### config.mk
export PLATFORM = sky130hd
export DESIGN_NAME = mips_r_type_alu_hi_lo_unit
export DESIGN_NICKNAME = d
export VERILOG_FILES = /design/src/sv/mrta_pkg.sv /design/src/sv/mrta_muldiv.sv /design/src/sv/mips_r_type_alu_hi_lo_unit.sv
export SDC_FILE = /design/constraint.sdc
export NUM_CORES = 1
export LEC_CHECK = 0
export BUFFER_PORTS_ARGS = -buffer_cell sky130_fd_sc_hd__clkbuf_2
export CORE_MARGIN = 2
export CORE_UTILIZATION = 30
export CTS_CLUSTER_SIZE = 10
export DETAILED_ROUTE_END_ITERATION = 10
export GPL_TIMING_DRIVEN = 0
export PLACE_DENSITY = 0.48
export SETUP_SLACK_MARGIN = 0.5
export SLEW_MARGIN = 25
export SYNTH_ARGS = -nofsm -noshare
export SYNTH_HDL_FRONTEND = slang
export SYNTH_SLANG_ARGS = --single-unit
### constraint.sdc
create_clock -name i_clk -period 10.4 [get_ports i_clk]
set_clock_uncertainty 0.05 [all_clocks]
set_input_delay 0.52 -clock i_clk [delete_from_list [all_inputs] [get_ports i_clk]]
set_output_delay 0.52 -clock i_clk [all_outputs]
set_load 0.01 [all_outputs]
### src/sv/mrta_pkg.sv
// Package: payload types, operation codes, error codes and sequencer states for the R-type ALU.
`default_nettype none
package mrta_pkg;
    localparam int unsigned WordW  = 32;
    localparam int unsigned CountW = 6;
    localparam logic [WordW-1:0] LinkOffset = 32'd8;
    localparam logic [CountW-1:0] IterLast = 6'd31;

    typedef enum logic [4:0] {
        OP_ADD = 5'd0, OP_ADDU = 5'd1, OP_SUB = 5'd2, OP_SUBU = 5'd3,
        OP_AND = 5'd4, OP_OR = 5'd5, OP_XOR = 5'd6, OP_SLT = 5'd7,
        OP_SLTU = 5'd8, OP_SLL = 5'd9, OP_SRL = 5'd10, OP_SRA = 5'd11,
        OP_SLLV = 5'd12, OP_SRLV = 5'd13, OP_SRAV = 5'd14, OP_MULT = 5'd15,
        OP_MULTU = 5'd16, OP_DIV = 5'd17, OP_DIVU = 5'd18, OP_MFHI = 5'd19,
        OP_MFLO = 5'd20, OP_MTHI = 5'd21, OP_MTLO = 5'd22, OP_JR = 5'd23,
        OP_JALR = 5'd24
    } t_op;

    typedef enum logic [1:0] {
        ERR_NONE = 2'd0, ERR_OVF = 2'd1, ERR_DIV0 = 2'd2, ERR_JALR = 2'd3
    } t_err;

    typedef enum logic [1:0] {
        ST_IDLE = 2'd0, ST_ITER = 2'd1, ST_FIX = 2'd2, ST_OUT = 2'd3
    } t_state;

    typedef struct packed {
        logic [4:0]       mode;
        logic [WordW-1:0] operand_a;
        logic [WordW-1:0] operand_b;
        logic [4:0]       shift_amount;
        logic [WordW-1:0] program_counter;
        logic [4:0]       source_index;
        logic [4:0]       dest_index;
    } t_in_beat;

    typedef struct packed {
        logic [WordW-1:0] result_word;
        logic [WordW-1:0] link_value;
        logic [1:0]       error_code;
    } t_out_beat;

    typedef struct packed {
        logic start;
        logic is_div;
        logic busy;
        logic done;
    } t_md_ctl;
endpackage
`default_nettype wire

### src/sv/mrta_muldiv.sv
// Shift-add multiplier and restoring divider on one shared 33-bit adder, one bit per cycle.
`default_nettype none
module mrta_muldiv (
    input  wire logic                        i_clk,
    input  wire logic                        i_rst_n,
    input  wire logic                        i_start,
    input  wire logic                        i_is_div,
    input  wire logic [mrta_pkg::WordW-1:0]  i_a,
    input  wire logic [mrta_pkg::WordW-1:0]  i_b,
    output mrta_pkg::t_md_ctl                o_ctl,
    output logic      [mrta_pkg::WordW-1:0]  o_hi,
    output logic      [mrta_pkg::WordW-1:0]  o_lo
);
    logic [mrta_pkg::WordW-1:0]  r_hi, n_hi, r_lo, n_lo, r_b;
    logic                        r_div, r_busy, r_done;
    logic [mrta_pkg::CountW-1:0] r_cnt;
    logic [mrta_pkg::WordW:0]    add_a, add_b, add_s;
    logic                        sub;

    always_comb begin
        sub = r_div;
        if (r_div) begin
            add_a = {r_hi, r_lo[mrta_pkg::WordW-1]};
            add_b = ~{1'b0, r_b};
        end else begin
            add_a = {1'b0, r_hi};
            add_b = r_lo[0] ? {1'b0, r_b} : '0;
        end
        add_s = add_a + add_b + {{mrta_pkg::WordW{1'b0}}, sub};
        if (r_div) begin
            if (add_s[mrta_pkg::WordW]) begin
                n_hi = {r_hi[mrta_pkg::WordW-2:0], r_lo[mrta_pkg::WordW-1]};
                n_lo = {r_lo[mrta_pkg::WordW-2:0], 1'b0};
            end else begin
                n_hi = add_s[mrta_pkg::WordW-1:0];
                n_lo = {r_lo[mrta_pkg::WordW-2:0], 1'b1};
            end
        end else begin
            n_hi = add_s[mrta_pkg::WordW:1];
            n_lo = {add_s[0], r_lo[mrta_pkg::WordW-1:1]};
        end
    end

    always_ff @(posedge i_clk) begin
        if (!i_rst_n) begin
            r_busy <= 1'b0;
            r_done <= 1'b0;
            r_cnt  <= '0;
        end else begin
            r_done <= 1'b0;
            if (i_start) begin
                r_busy <= 1'b1;
                r_cnt  <= '0;
            end else if (r_busy) begin
                r_cnt <= r_cnt + 1'b1;
                if (r_cnt == mrta_pkg::IterLast) begin
                    r_busy <= 1'b0;
                    r_done <= 1'b1;
                end
            end
        end
    end

    always_ff @(posedge i_clk) begin
        if (i_start) begin
            r_hi  <= '0;
            r_lo  <= i_a;
            r_b   <= i_b;
            r_div <= i_is_div;
        end else if (r_busy) begin
            r_hi <= n_hi;
            r_lo <= n_lo;
        end
    end

    assign o_ctl = '{start: i_start, is_div: r_div, busy: r_busy, done: r_done};
    assign o_hi  = r_hi;
    assign o_lo  = r_lo;

    a_done_after_busy: assert property (@(posedge i_clk) disable iff (!i_rst_n)
        o_ctl.done |-> $past(r_busy)) else $error("done without busy");
    a_start_busy: assert property (@(posedge i_clk) disable iff (!i_rst_n)
        i_start |=> r_busy) else $error("start did not raise busy");
    a_cnt_idle: assert property (@(posedge i_clk) disable iff (!i_rst_n)
        !r_busy |-> !r_done || $past(r_cnt) == mrta_pkg::IterLast)
        else $error("early done");
endmodule
`default_nettype wire

### src/sv/mips_r_type_alu_hi_lo_unit.sv
// Top level: R-type ALU with HI/LO, sequencer around the shared multiply/divide unit.
// channel | dir | valid       | stall       | payload
// input   | in  | i_in_valid  | o_in_stall  | i_in_beat  (mrta_pkg::t_in_beat)
// output  | out | o_out_valid | i_out_stall | o_out_beat (mrta_pkg::t_out_beat)
// Other ops: accept, then result register, offered in the output state.
// mult/multu/div/divu: setup, 32 iterations of the shared adder, then sign fixup (div by zero skips these).
// Input stalls from acceptance until the result beat is taken.
// Synchronous active-low reset clears the sequencer, HI and LO.
`default_nettype none
module mips_r_type_alu_hi_lo_unit (
    input  wire logic                  i_clk,
    input  wire logic                  i_rst_n,
    input  wire logic                  i_in_valid,
    output logic                       o_in_stall,
    input  mrta_pkg::t_in_beat         i_in_beat,
    output logic                       o_out_valid,
    input  wire logic                  i_out_stall,
    output mrta_pkg::t_out_beat        o_out_beat
);
    localparam int unsigned W = mrta_pkg::WordW;
    mrta_pkg::t_state   r_state, n_state;
    mrta_pkg::t_in_beat r_in;
    mrta_pkg::t_out_beat r_out, n_out;
    logic [W-1:0] r_hi, r_lo, n_hi, n_lo, md_hi, md_lo, ma, mb;
    logic         r_na, r_nb;
    logic         md_start, accept, md_isdiv;
    mrta_pkg::t_md_ctl md_ctl;
    logic [W-1:0] a, b, sum, dif, sra_r, srav_r;
    logic [4:0]   op;
    logic         na, nb, sgn_md, is_md;

    assign accept = i_in_valid && !o_in_stall;
    assign op = i_in_beat.mode;
    assign a  = i_in_beat.operand_a;
    assign b  = i_in_beat.operand_b;
    assign na = a[W-1];
    assign nb = b[W-1];
    assign sgn_md = (op == mrta_pkg::OP_MULT) || (op == mrta_pkg::OP_DIV);
    assign is_md = (op == mrta_pkg::OP_MULT) || (op == mrta_pkg::OP_MULTU)
        || ((op == mrta_pkg::OP_DIV || op == mrta_pkg::OP_DIVU) && b != '0);
    assign md_isdiv = (op == mrta_pkg::OP_DIV) || (op == mrta_pkg::OP_DIVU);
    assign ma = (sgn_md && na) ? (~a + 1'b1) : a;
    assign mb = (sgn_md && nb) ? (~b + 1'b1) : b;
    assign md_start = accept && is_md;

    mrta_muldiv u_md (
        .i_clk(i_clk), .i_rst_n(i_rst_n), .i_start(md_start), .i_is_div(md_isdiv),
        .i_a(ma), .i_b(mb), .o_ctl(md_ctl), .o_hi(md_hi), .o_lo(md_lo)
    );

    assign sum = a + b;
    assign dif = a - b;
    assign sra_r  = W'($signed(b) >>> i_in_beat.shift_amount);
    assign srav_r = W'($signed(b) >>> a[4:0]);

    always_comb begin
        n_state = r_state;
        case (r_state)
            mrta_pkg::ST_IDLE: if (accept) n_state = is_md ? mrta_pkg::ST_ITER : mrta_pkg::ST_OUT;
            mrta_pkg::ST_ITER: if (md_ctl.done) n_state = mrta_pkg::ST_FIX;
            mrta_pkg::ST_FIX:  n_state = mrta_pkg::ST_OUT;
            mrta_pkg::ST_OUT:  if (!i_out_stall) n_state = mrta_pkg::ST_IDLE;
            default:           n_state = mrta_pkg::ST_IDLE;
        endcase
    end

    always_comb begin
        n_out = '0;
        n_hi = r_hi;
        n_lo = r_lo;
        case (op)
            mrta_pkg::OP_ADD: begin
                if ((a[W-1] ^ sum[W-1]) & (b[W-1] ^ sum[W-1])) n_out.error_code = mrta_pkg::ERR_OVF;
                else n_out.result_word = sum;
            end
            mrta_pkg::OP_ADDU: n_out.result_word = sum;
            mrta_pkg::OP_SUB: begin
                if ((a[W-1] ^ b[W-1]) & (a[W-1] ^ dif[W-1])) n_out.error_code = mrta_pkg::ERR_OVF;
                else n_out.result_word = dif;
            end
            mrta_pkg::OP_SUBU: n_out.result_word = dif;
            mrta_pkg::OP_AND:  n_out.result_word = a & b;
            mrta_pkg::OP_OR:   n_out.result_word = a | b;
            mrta_pkg::OP_XOR:  n_out.result_word = a ^ b;
            mrta_pkg::OP_SLT:  n_out.result_word = {{(W-1){1'b0}}, $signed(a) < $signed(b)};
            mrta_pkg::OP_SLTU: n_out.result_word = {{(W-1){1'b0}}, a < b};
            mrta_pkg::OP_SLL:  n_out.result_word = b << i_in_beat.shift_amount;
            mrta_pkg::OP_SRL:  n_out.result_word = b >> i_in_beat.shift_amount;
            mrta_pkg::OP_SRA:  n_out.result_word = sra_r;
            mrta_pkg::OP_SLLV: n_out.result_word = b << a[4:0];
            mrta_pkg::OP_SRLV: n_out.result_word = b >> a[4:0];
            mrta_pkg::OP_SRAV: n_out.result_word = srav_r;
            mrta_pkg::OP_DIV, mrta_pkg::OP_DIVU: begin
                if (b == '0) n_out.error_code = mrta_pkg::ERR_DIV0;
            end
            mrta_pkg::OP_MFHI: n_out.result_word = r_hi;
            mrta_pkg::OP_MFLO: n_out.result_word = r_lo;
            mrta_pkg::OP_MTHI: begin n_out.result_word = a; n_hi = a; end
            mrta_pkg::OP_MTLO: begin n_out.result_word = a; n_lo = a; end
            mrta_pkg::OP_JR:   n_out.result_word = (i_in_beat.source_index == '0) ? '0 : a;
            mrta_pkg::OP_JALR: begin
                if (i_in_beat.source_index == i_in_beat.dest_index) begin
                    n_out.error_code = mrta_pkg::ERR_JALR;
                end else begin
                    n_out.result_word = a;
                    n_out.link_value = i_in_beat.program_counter + mrta_pkg::LinkOffset;
                end
            end
            default: n_out = '0;
        endcase
    end

    always_ff @(posedge i_clk) begin
        if (!i_rst_n) begin
            r_state <= mrta_pkg::ST_IDLE;
            r_hi <= '0;
            r_lo <= '0;
        end else begin
            r_state <= n_state;
            if (accept && !is_md) begin
                r_hi <= n_hi;
                r_lo <= n_lo;
            end
            if (r_state == mrta_pkg::ST_FIX) begin
                if (r_in.mode == mrta_pkg::OP_MULT && (r_na ^ r_nb)) begin
                    {r_hi, r_lo} <= ~{md_hi, md_lo} + 1'b1;
                end else if (r_in.mode == mrta_pkg::OP_DIV) begin
                    r_lo <= (r_na ^ r_nb) ? (~md_lo + 1'b1) : md_lo;
                    r_hi <= r_na ? (~md_hi + 1'b1) : md_hi;
                end else begin
                    r_hi <= md_hi;
                    r_lo <= md_lo;
                end
            end
        end
    end

    always_ff @(posedge i_clk) begin
        if (accept) begin
            r_in  <= i_in_beat;
            r_out <= n_out;
            r_na  <= sgn_md && na;
            r_nb  <= sgn_md && nb;
        end
    end

    assign o_in_stall  = (r_state != mrta_pkg::ST_IDLE);
    assign o_out_valid = (r_state == mrta_pkg::ST_OUT);
    assign o_out_beat  = r_out;

    a_stall_busy: assert property (@(posedge i_clk) disable iff (!i_rst_n)
        md_ctl.busy |-> o_in_stall) else $error("accepting while unit busy");
    a_done_fix: assert property (@(posedge i_clk) disable iff (!i_rst_n)
        md_ctl.done |-> r_state == mrta_pkg::ST_ITER) else $error("done outside iterate");
    a_out_then_idle: assert property (@(posedge i_clk) disable iff (!i_rst_n)
        o_out_valid && !i_out_stall |=> !o_out_valid) else $error("beat repeated");
endmodule
`default_nettype wire

==> reports/metrics.csv <==
metric,value,unit
crit path DAT,7170,ps
P_sw,2.53,mW
vias in the first global route,28494,
hold slack final,155,ps
"Max FO, Critical Path",10,
part of the power in registers,27.7,%
Post-synth EDFFs,138,
Fin Setup TNS,0,ps
TritonCTS Buffers,35,
Worst setup SP type,primary input,
mux cell area share after synthesis,13.3,%
Initial Util,30.4,%
Area contributors post-synth,"edfxtp_1, mux2i_1, dfxtp_1",
CP startpoint,i_in_beat[69],
crit path time final,6960,ps
CTS root buf,clkbuf_16,
fmax,144,MHz
RD Place Congestion,1.03,
largest family of logic cells by synthesized area,compound AO/OA/AOI/OAI gates,
DRT iter0 DRCs,3827,
Synth Area in Compound Gates,27.2,%
Reg2Reg Setup Slack,4060,ps
post-route cell area,0.0310,mm^2
die area,0.0936,mm^2
maxcap violations,0,
worst skew pair latency,570,ps
Row Count,110,
Pre-antenna DRT Iters,6,
Adder-Cell Fraction of Synth Area,7.01,%
Slew Limit Fails,0,
Die X,306,um
Syn Area/Cell,7.90,um^2
type of destination of the critical path,flip-flop,
Syn Inst Count,3464,
total track usage,33.4,%
post-CTS setup buffers,0,
peak supply drop,0.110,mV
Unique masters post-synth,99,
post-synth top area share,15.1,%
Die H,306,um
Clock Sinks,244,
hpwl dp,130000,um
synthesized area,0.0274,mm^2
"count leader, synth",nand2_1,
vias per cell,6.25,
Clock power frac,22.3,%
dpl cell area,0.0299,mm^2
XOR/XNOR share of the synthesized area,6.15,%
leak pwr,12.2,nW
post-DR wirelength/cell,33.2,um
Synth area leader,edfxtp_1,
detailed-route DRC error count,0,
initial antenna violation count,10,
ratio of cells with drive above 1 in the final layout,11.6,%
ys flop type,edfxtp_1,
core area,0.0901,mm^2
Syn Nets,3734,
Crit path required time,10620,ps
largest net degree at the start of global routing,67,
switch share,46.5,%
Synthesis Warnings,0,
Routed WL,163000,um
IO Port Bufs,186,
register bit total from synthesis,244,
Fin. Hold Viols,0,
min-delay src,i_in_beat[111],
simple-gate portion of the synthesized area,17.6,%
"Reg clk slew, reported paths",60,ps
R2R Path Start,u_md.r_div,
pre-CTS setup slack,3170,ps
Hold Crit Class,primary input to flip-flop,
Final Setup Violations,0,
RSZ-0062 raised after global routing,false,
CTS tree,yes,
worst reg2reg path depth,17,
worst-case clock buffer depth,3,
Critical R2R Capture,u_md.o_lo[0],
headroom to the max-slew limit,21.7,%
worst slew pin tran,1170,ps
status,completed,
Tcrit/Tclk final,66.9,%
Post-CTS Hold Buffers,0,
remaining antenna violation count,0,
most instantiated cells after synthesis,"nand2_1, nor2_1, mux2i_1",
gr ovfl total,0,
area growth from synthesis to layout,13.4,%
sequential fraction of the synthesis area,22.9,%
Internal,2.90,mW
Ports,188,
power per cell area,175,mW/mm^2
setup ws final,3440,ps
CP endpoint,o_out_beat[56],
nets,3963,
vias,30620,
number of H-tree levels,2,
Setup CP Type,primary input to flip-flop,
Resized cells post-CTS,0,
Comb pwr share,50.0,%
first-pass GRT wire length,223000,um
Async SR Flop Fraction,0,%
stage by stage:
stage | instances | utilization [%] | total power [mW]
6_report | 4901 | 34.4 | 5.43
5_1_grt | 4893 | 34.4 | 5.67
2_1_floorplan | 3464 | - | 3.11
4_1_cts | 4893 | 34.4 | 5.35
3_3_place_gp | 4826 | 33.0 | 4.13
3_5_place_dp | 4832 | 33.1 | 4.11
state kept, by name (all words and copies together), names as in the netlist:
signal and flops:
r_hi 32, u_md.r_div 1, r_in 5, u_md.r_cnt 6
r_na 1, u_md.o_hi 32, o_out_beat 66, r_state 2
u_md.o_lo 32, u_md.r_b 32, r_lo 32, u_md.r_busy 1
r_nb 1, u_md.r_done 1
routing by layer:
layer  vias up  wire (um)  GRT usage [%]  share of wire [%]
li1      13384          -              -                  -
met1     15092      70300           45.5                 43
met2      1751      67900           49.6                 42
met3       387      15700           8.33                9.7
met4         6       8670           14.9                5.3
met5         -         39              0              0.024
placed cells by master (no fill, tap or decap), types with 46 or more instances in the layout:
cell      instances
clkbuf_1        196
edfxtp_1        138
nand3_1          72
a21oi_1         225
mux2i_1         272
nor2b_1          75
nor3_1           77
dfxtp_1         106
o211ai_1         46
mux2_2           62
nor2_1          277
xor2_1           76
clkbuf_2        200
a211oi_1        141
inv_1           127
ha_1            146
o21ai_0         232
nand2_1         346
xnor2_1         116
power by group through the flow:
stage	Sequential [mW]	Clock [mW]	Combinational, mW
final	1.50	1.21	2.72
after global routing	1.52	1.27	2.88
after CTS	1.49	1.23	2.63
after detailed placement	1.51	0	2.60
after global placement	1.52	0	2.61
after floorplan	1.45	0	1.66
cell type report:
class	instances	area [um^2]
fill	9629	59100
tap	1176	1470
inverter	134	508
antenna	8	20.0
clock buffer	47	951
sequential	244	6270
multi-input combinational	2812	19500
clock inverter	14	165
timing repair buffer	192	997
buffer	274	1140
logic make-up after synthesis:
family                     Yosys count
and+or+nand+nor                   1031
xor gates and xnor gates           192
DFF                                244
adders and majority gates          151
muxes                              344
buffers and inverters              408
AOI/OAI and AO/OA                 1094
worst min-delay path by stage:
stage / endpoint / slack [ps] / cells after the start
finish: r_in[111] / 150 / 1
global route: r_in[111] / 140 / 1
CTS: r_in[112] / 140 / 1
detailed placement: u_md.r_done / 420 / 1
global placement: u_md.r_done / 420 / 1
floorplan: u_md.r_done / 390 / 1
worst max-delay path, stage by stage:
cell and delay (ps):
clkbuf_2 330, clkbuf_1 900, inv_1 650, ha_1 470
clkbuf_1 540, inv_1 140, a21oi_1 440, and2_1 230
nand4_1 300, nor4b_2 290, nor2_1 560, nand2_1 430
buf_2 340, buf_2 260, a221oi_1 440, o221ai_1 280
Power figures use the tool's default switching activity.
